## src/rtl/core/bftl_pkg.sv

```systemverilog
// Shared types and constants for the bilinear force table lookup.
// Holds the beat structs, the operation codes and the fixed-point grid geometry.
// No dependencies.
`default_nettype none

package bftl_pkg;

  // Position scale and grid spacing; the spacing is a power of two so the
  // index and fraction are a plain bit split of the offset.
  localparam int POS_PER_MICRON     = 256;
  localparam int SAMPLES_PER_MICRON = 4;
  localparam int STEP               = POS_PER_MICRON / SAMPLES_PER_MICRON;
  localparam int FRAC_W             = $clog2(STEP);
  // Bilinear weights reach STEP*STEP and need one bit more than two fractions.
  localparam int WGT_W              = 2 * FRAC_W + 1;

  // Lookup window in position units, bounds included.
  localparam int R_LO_POS = 0 * POS_PER_MICRON;
  localparam int R_HI_POS = 20 * POS_PER_MICRON;
  localparam int Z_LO_POS = -20 * POS_PER_MICRON;
  localparam int Z_HI_POS = 8 * POS_PER_MICRON;

  // Offsets inside the window; the axial span is the wider one.
  localparam int OFF_W = $clog2(Z_HI_POS - Z_LO_POS + 1);
  localparam int IDX_W = OFF_W - FRAC_W;

  // Default grid size.
  localparam int RADIAL_POINTS_DEF = 81;
  localparam int AXIAL_POINTS_DEF  = 113;

  localparam int SAMPLE_W  = 32;
  localparam int POS_W     = 16;
  localparam int INDEX_W   = 7;
  // Result queue depth; two covers the lookups that can be in flight.
  localparam int OUT_DEPTH = 2;

  typedef enum logic {
    OP_LOAD   = 1'b0,
    OP_LOOKUP = 1'b1
  } bftl_op_t;

  typedef struct packed {
    bftl_op_t                    operation;
    logic [INDEX_W-1:0]          row_index;
    logic [INDEX_W-1:0]          column_index;
    logic signed [SAMPLE_W-1:0]  radial_sample;
    logic signed [SAMPLE_W-1:0]  axial_sample;
    logic signed [POS_W-1:0]     radial_position;
    logic signed [POS_W-1:0]     axial_position;
  } bftl_in_t;

  typedef struct packed {
    logic signed [SAMPLE_W-1:0]  radial_force;
    logic signed [SAMPLE_W-1:0]  axial_force;
    logic                        in_range;
  } bftl_out_t;

  // Tag that travels with each table read into the accumulator.
  typedef struct packed {
    logic              valid;
    logic              first;
    logic              last;
    logic              oob;
    logic [WGT_W-1:0]  weight;
  } bftl_tag_t;

endpackage

`default_nettype wire

```

## src/rtl/core/bftl_accum.sv

```systemverilog
// Weighting, accumulation and result queue of the bilinear force table lookup.
// Depends on bftl_pkg for the tag and result beat types.
`default_nettype none

module bftl_accum (
  input  logic                       clk,
  input  logic                       rst_n,
  input  logic [2*bftl_pkg::SAMPLE_W-1:0] rd_data,
  input  bftl_pkg::bftl_tag_t        tag_in,
  input  logic                       lookup_start,
  output logic                       credit_ok,
  output logic                       out_valid,
  input  logic                       out_stall,
  output bftl_pkg::bftl_out_t        out_data
);

  localparam int SAMPLE_W = bftl_pkg::SAMPLE_W;
  localparam int PROD_W   = SAMPLE_W + bftl_pkg::WGT_W + 1;
  localparam int ACC_W    = PROD_W + 2;
  localparam int SHIFT    = 2 * bftl_pkg::FRAC_W;
  localparam int DEPTH    = bftl_pkg::OUT_DEPTH;
  localparam int PTR_W    = (DEPTH > 1) ? $clog2(DEPTH) : 1;
  localparam int CNT_W    = $clog2(DEPTH + 1);
  localparam logic [ACC_W-1:0] ROUND_BIAS = ACC_W'(1) << (SHIFT - 1);

  logic signed [PROD_W-1:0] prod_rad, prod_ax;
  logic signed [PROD_W-1:0] prod_rad_r, prod_ax_r;
  bftl_pkg::bftl_tag_t      tag2_r;
  logic signed [ACC_W-1:0]  acc_rad_r, acc_ax_r, acc_rad_nxt, acc_ax_nxt;
  bftl_pkg::bftl_out_t      push_data;
  logic                     push, pop;

  bftl_pkg::bftl_out_t      queue_r [DEPTH];
  logic [PTR_W-1:0]         wr_ptr_r, rd_ptr_r, wr_ptr_nxt, rd_ptr_nxt;
  logic [CNT_W-1:0]         fill_r, fill_nxt, pending_r, pending_nxt;

  // Weight each component of the entry just read; out-of-window slots give zero.
  assign prod_rad = $signed(rd_data[SAMPLE_W-1:0]) * $signed({1'b0, tag_in.weight});
  assign prod_ax  = $signed(rd_data[2*SAMPLE_W-1:SAMPLE_W]) * $signed({1'b0, tag_in.weight});

  always_ff @(posedge clk) begin
    if (!rst_n) begin
      tag2_r <= '0;
    end else begin
      tag2_r <= tag_in;
    end
    prod_rad_r <= tag_in.oob ? '0 : prod_rad;
    prod_ax_r  <= tag_in.oob ? '0 : prod_ax;
  end

  // Accumulate the four products; the first one starts from the rounding bias.
  assign acc_rad_nxt = (tag2_r.first ? $signed(ROUND_BIAS) : acc_rad_r) + ACC_W'(prod_rad_r);
  assign acc_ax_nxt  = (tag2_r.first ? $signed(ROUND_BIAS) : acc_ax_r) + ACC_W'(prod_ax_r);

  always_ff @(posedge clk) begin
    if (tag2_r.valid) begin
      acc_rad_r <= acc_rad_nxt;
      acc_ax_r  <= acc_ax_nxt;
    end
  end

  // The last product closes the sum; the arithmetic shift rounds half up.
  always_comb begin
    push_data.radial_force = tag2_r.oob ? '0 : acc_rad_nxt[SHIFT +: SAMPLE_W];
    push_data.axial_force  = tag2_r.oob ? '0 : acc_ax_nxt[SHIFT +: SAMPLE_W];
    push_data.in_range     = !tag2_r.oob;
  end

  assign push = tag2_r.valid && tag2_r.last;
  assign pop  = out_valid && !out_stall;

  // Result queue pointers and fill level.
  always_comb begin
    wr_ptr_nxt = wr_ptr_r;
    rd_ptr_nxt = rd_ptr_r;
    if (push) begin
      wr_ptr_nxt = (wr_ptr_r == PTR_W'(DEPTH - 1)) ? '0 : PTR_W'(wr_ptr_r + 1'b1);
    end
    if (pop) begin
      rd_ptr_nxt = (rd_ptr_r == PTR_W'(DEPTH - 1)) ? '0 : PTR_W'(rd_ptr_r + 1'b1);
    end
    fill_nxt    = CNT_W'(fill_r + CNT_W'(push) - CNT_W'(pop));
    pending_nxt = CNT_W'(pending_r + CNT_W'(lookup_start) - CNT_W'(pop));
  end

  always_ff @(posedge clk) begin
    if (!rst_n) begin
      wr_ptr_r  <= '0;
      rd_ptr_r  <= '0;
      fill_r    <= '0;
      pending_r <= '0;
    end else begin
      wr_ptr_r  <= wr_ptr_nxt;
      rd_ptr_r  <= rd_ptr_nxt;
      fill_r    <= fill_nxt;
      pending_r <= pending_nxt;
    end
  end

  always_ff @(posedge clk) begin
    if (push) begin
      queue_r[wr_ptr_r] <= push_data;
    end
  end

  // A lookup may start only when its result is sure to find a queue slot.
  assign credit_ok = (pending_r < CNT_W'(DEPTH));
  assign out_valid = (fill_r != '0);
  assign out_data  = queue_r[rd_ptr_r];

endmodule

`default_nettype wire

```

## config.mk

```make
export PLATFORM = sky130hd
export DESIGN_NAME = bftl_accum
export DESIGN_NICKNAME = d
export VERILOG_FILES = /design/src/rtl/core/bftl_pkg.sv /design/src/rtl/core/bftl_accum.sv
export SDC_FILE = /design/constraint.sdc
export NUM_CORES = 2
export LEC_CHECK = 0
export BUFFER_PORTS_ARGS = -buffer_cell sky130_fd_sc_hd__buf_2
export CORE_ASPECT_RATIO = 0.8
export CORE_MARGIN = 2
export CORE_UTILIZATION = 30
export DETAILED_ROUTE_END_ITERATION = 8
export GPL_TIMING_DRIVEN = 0
export SYNTH_ARGS = -nofsm -noshare
export SYNTH_HDL_FRONTEND = slang
export SYNTH_SLANG_ARGS = --single-unit
```

## constraint.sdc

```tcl
create_clock -name clk -period 14.3 [get_ports clk]
set_clock_uncertainty 0.15 [all_clocks]
set_input_delay 0.715 -clock clk [delete_from_list [all_inputs] [get_ports clk]]
set_output_delay 0.715 -clock clk [all_outputs]
set_load 0.02 [all_outputs]
```

==> impl_metrics.yaml <==
critical_path:
  regToRegEndpoint: "queue_r[0][30]$_DFFE_PP_"
  end_kind: "register"
  crit_end: "prod_rad_r[40]$_SDFF_PP0_"
  cp_data_arrival_time_ps: 8720
  r2r_start: "tag2_r[15]$_SDFF_PN0_"
  required_ps: 14600
  path_class: "in2reg"
  worstPathMaxFanout: 10
  critPathLaunchType: "input pin"
  crit_start: "tag_in[7]"
  reg2reg_depth: 14
  ff2ff_setup_slack_ps: 8650
floorplan:
  core_sq_um: 148000
  dieArea_sq_um: 152000
  fp-row-count: 126
  start_util: 0.302
  die_h_um: 349
  die_w_um: 435
  pin_count: 152
routing:
  dr.pass1.iters: 6
  vias: 33247
  met1_length_um: 62100
  drtIter0Drc: 2911
  met3_length_um: 11600
  drc_errors: 0
  wl_met2_um: 62100
  antenna_left: 0
  vias_per_cell: 4.82
  wire_per_inst_um: 20.0
  top_layer_used: "met4"
  totalWireLength_um: 138000
layout:
  syn_to_final_growth_pct: 9.71
  drive_above_1_share: 0.0665
  fillers: 15412
  final_cell_mix: "inv_1, fa_1, nand2_1, and2_1, ha_1"
  multi_input_area_sq_um: 32000
  regArea_sq_um: 8530
  final_common_cell: "inv_1"
  nets: 5995
  final_cells: 6902
placed_design:
  hpwl_um: 115000
  gp_congestion: 0.948
  dp.cells: 6832
  portBuffers: 138
run_status:
  status: "complete, no violations"
global_route:
  grt_pass1_wl_um: 214000
  overflow: 0
  grt_max_degree: 48
  grtUsageTotal: 0.185
  antenna_found_initial: 17
  grt_pass1_vias: 35224
cts:
  clkSinkCount: 317
  cts_hold_buffers: 0
  clk_latency_ps: 620
  cts_tree: "yes"
  postCtsSetupBuffers: 0
  cts-resized-gates: 0
  clk_pin_slew_ps: 70
  cts_max_path_buffers: 3
  cts_inserted_buffers: 30
  root_buffer: "clkbuf_16"
  cts_htree_levels: 1
synth:
  synth_edf_count: 218
  synth_cell_types: 83
  synth_cells: 4706
  synth-compound-area-share: 0.0812
  avgSynthCellArea_sq_um: 9.48
  muxShareOfSynthArea: 0.0201
  yosys.area_share.xor_xnor: 0.0336
  async_flop_share: 0
  synthSimpleGateAreaFrac: 0.168
  seq_area_frac_synth: 0.191
  syn_area_sq_um: 44600
  synth_fp_nets: 5821
  yosys_warnings: 0
  synth_top_family_by_area: "adder cells"
  synthFlopType: "edfxtp_1"
  ys_ff_latch: 317
  synthAdderAreaFrac: 0.413
sta:
  tns_ps: 0
  finalSetupViolations: 0
  timing.final.crit_share: 0.589
  fmax_ghz: 0.119
  worst_pin_slew_ps: 1280
  period_needed_ps: 8420
  slew_headroom: 0.143
  hold_viol: 0
  drv_slew: 0
  rsz0062_at_grt: "no"
min_path:
  holdCritPathClass: "in2reg"
job:
  maxCapViolations: 0
[layout make-up]
| cell class | count | share of cell area |
|---|---|---|
| multi-input cells | 3290 | 0.653 |
| plain buffers | 226 | 0.0175 |
| diodes | 14 | 0.000716 |
| repair buffers | 142 | 0.0159 |
| flip-flops and latches | 317 | 0.174 |
| inverters | 873 | 0.0669 |
| clock buffers | 40 | 0.0183 |
| clock inverters | 16 | 0.00256 |
| well taps | 1984 | 0.0507 |
[how the worst min path moves through the flow]
| stage | cells past startpoint | endpoint | from |
|---|---|---|---|
| after global routing | 2 | tag2_r[14]$_SDFF_PN0_ | tag_in[14] |
| after detailed placement | 1 | acc_rad_r[0]$_DFFE_PP_ | prod_rad_r[0]$_SDFF_PP0_ |
| after CTS | 2 | tag2_r[16]$_SDFF_PN0_ | tag_in[16] |
| after floorplan | 1 | acc_ax_r[0]$_DFFE_PP_ | prod_ax_r[0]$_SDFF_PP0_ |
| final | 2 | tag2_r[16]$_SDFF_PN0_ | tag_in[16] |
| after global placement | 1 | acc_ax_r[0]$_DFFE_PP_ | prod_ax_r[0]$_SDFF_PP0_ |
[synth_stat cells (5+ instances only)]
cell	n	area (sq um)
xor2_1	57	499
nand2_1	512	1920
or3_1	9	56.3
a221oi_1	5	43.8
and4_1	7	61.3
and2_1	485	3030
fa_1	738	14800
or2_2	11	68.8
mux2_2	76	856
edfxtp_1	218	6550
a211oi_1	14	105
a41oi_1	7	61.3
o211ai_1	16	120
and3_1	17	106
ha_1	292	3650
dfxtp_1	99	1980
a221o_1	6	60.1
a21oi_1	154	771
clkbuf_1	217	815
o31a_1	6	52.6
a211o_1	6	52.6
o21a_1	25	188
nor2_1	167	627
nor4_1	6	37.5
o31ai_1	10	75.1
a31o_2	5	43.8
xnor2_1	114	998
inv_1	873	3280
o21ai_1	8	40.0
o2111ai_1	6	52.6
a21o_1	98	736
a31oi_1	27	169
nand2b_1	24	150
nand3_1	22	110
nand4_1	16	100
o21bai_1	28	210
nor2b_1	119	744
buf_2	8	40.0
nor3_1	36	180
o21ai_0	76	380
and3b_1	5	43.8
[kinds of logic (layout without fill, tap and decap cells)]
family	Yosys count	in the layout
other	0	14
multiplexers	80	80
AND/OR/NAND/NOR	1465	1465
buffers and inverters	1099	1297
adder cells (fa/ha/maj)	1030	1030
AO/OA/AOI/OAI	544	544
XOR/XNOR	171	171
flip-flops	317	317
[layer usage]
metal  track usage  vias to the layer above
li1              -                    15045
met1         0.259                    16905
met2         0.296                     1145
met3        0.0377                      152
met4        0.0330                        0
met5             0                        -
[stage by stage]
stage	util	setup slack (ps)	hold WS (ps)	area (sq um)
floorplan	-	7460	358	44600
global placement	0.324	4490	365	47800
global route	0.332	5660	117	48900
detailed placement	0.325	5470	380	47900
CTS	0.331	6080	118	48900
finish	0.332	5880	149	48900
[sequential cells by signal, summed over array words and instances (netlist names), named ones only]
register / cells
wr_ptr_r: 1
acc_rad_r: 44
rd_ptr_r: 1
prod_ax_r: 44
acc_ax_r: 44
tag2_r: 4
pending_r: 2
queue_r: 130
prod_rad_r: 44
fill_r: 2
[worst max-delay path, cell delays in order]
cell and delay, ps:
clkbuf_1 820, clkbuf_1 990, nand2_1 160, fa_1 530, fa_1 520, inv_1 60, fa_1 570, fa_1 440
fa_1 500, inv_1 50, fa_1 480, inv_1 80, ha_1 350, a21oi_1 150, o21ai_0 140, a221oi_1 400
o211ai_1 280, a41oi_2 490, o22ai_1 250, o41ai_1 460, xor2_1 200, nor2_1 60
Power is left out: the tool's default activity adds up to more than one toggle a clock period on the data nets, which glitch-free logic cannot reach.
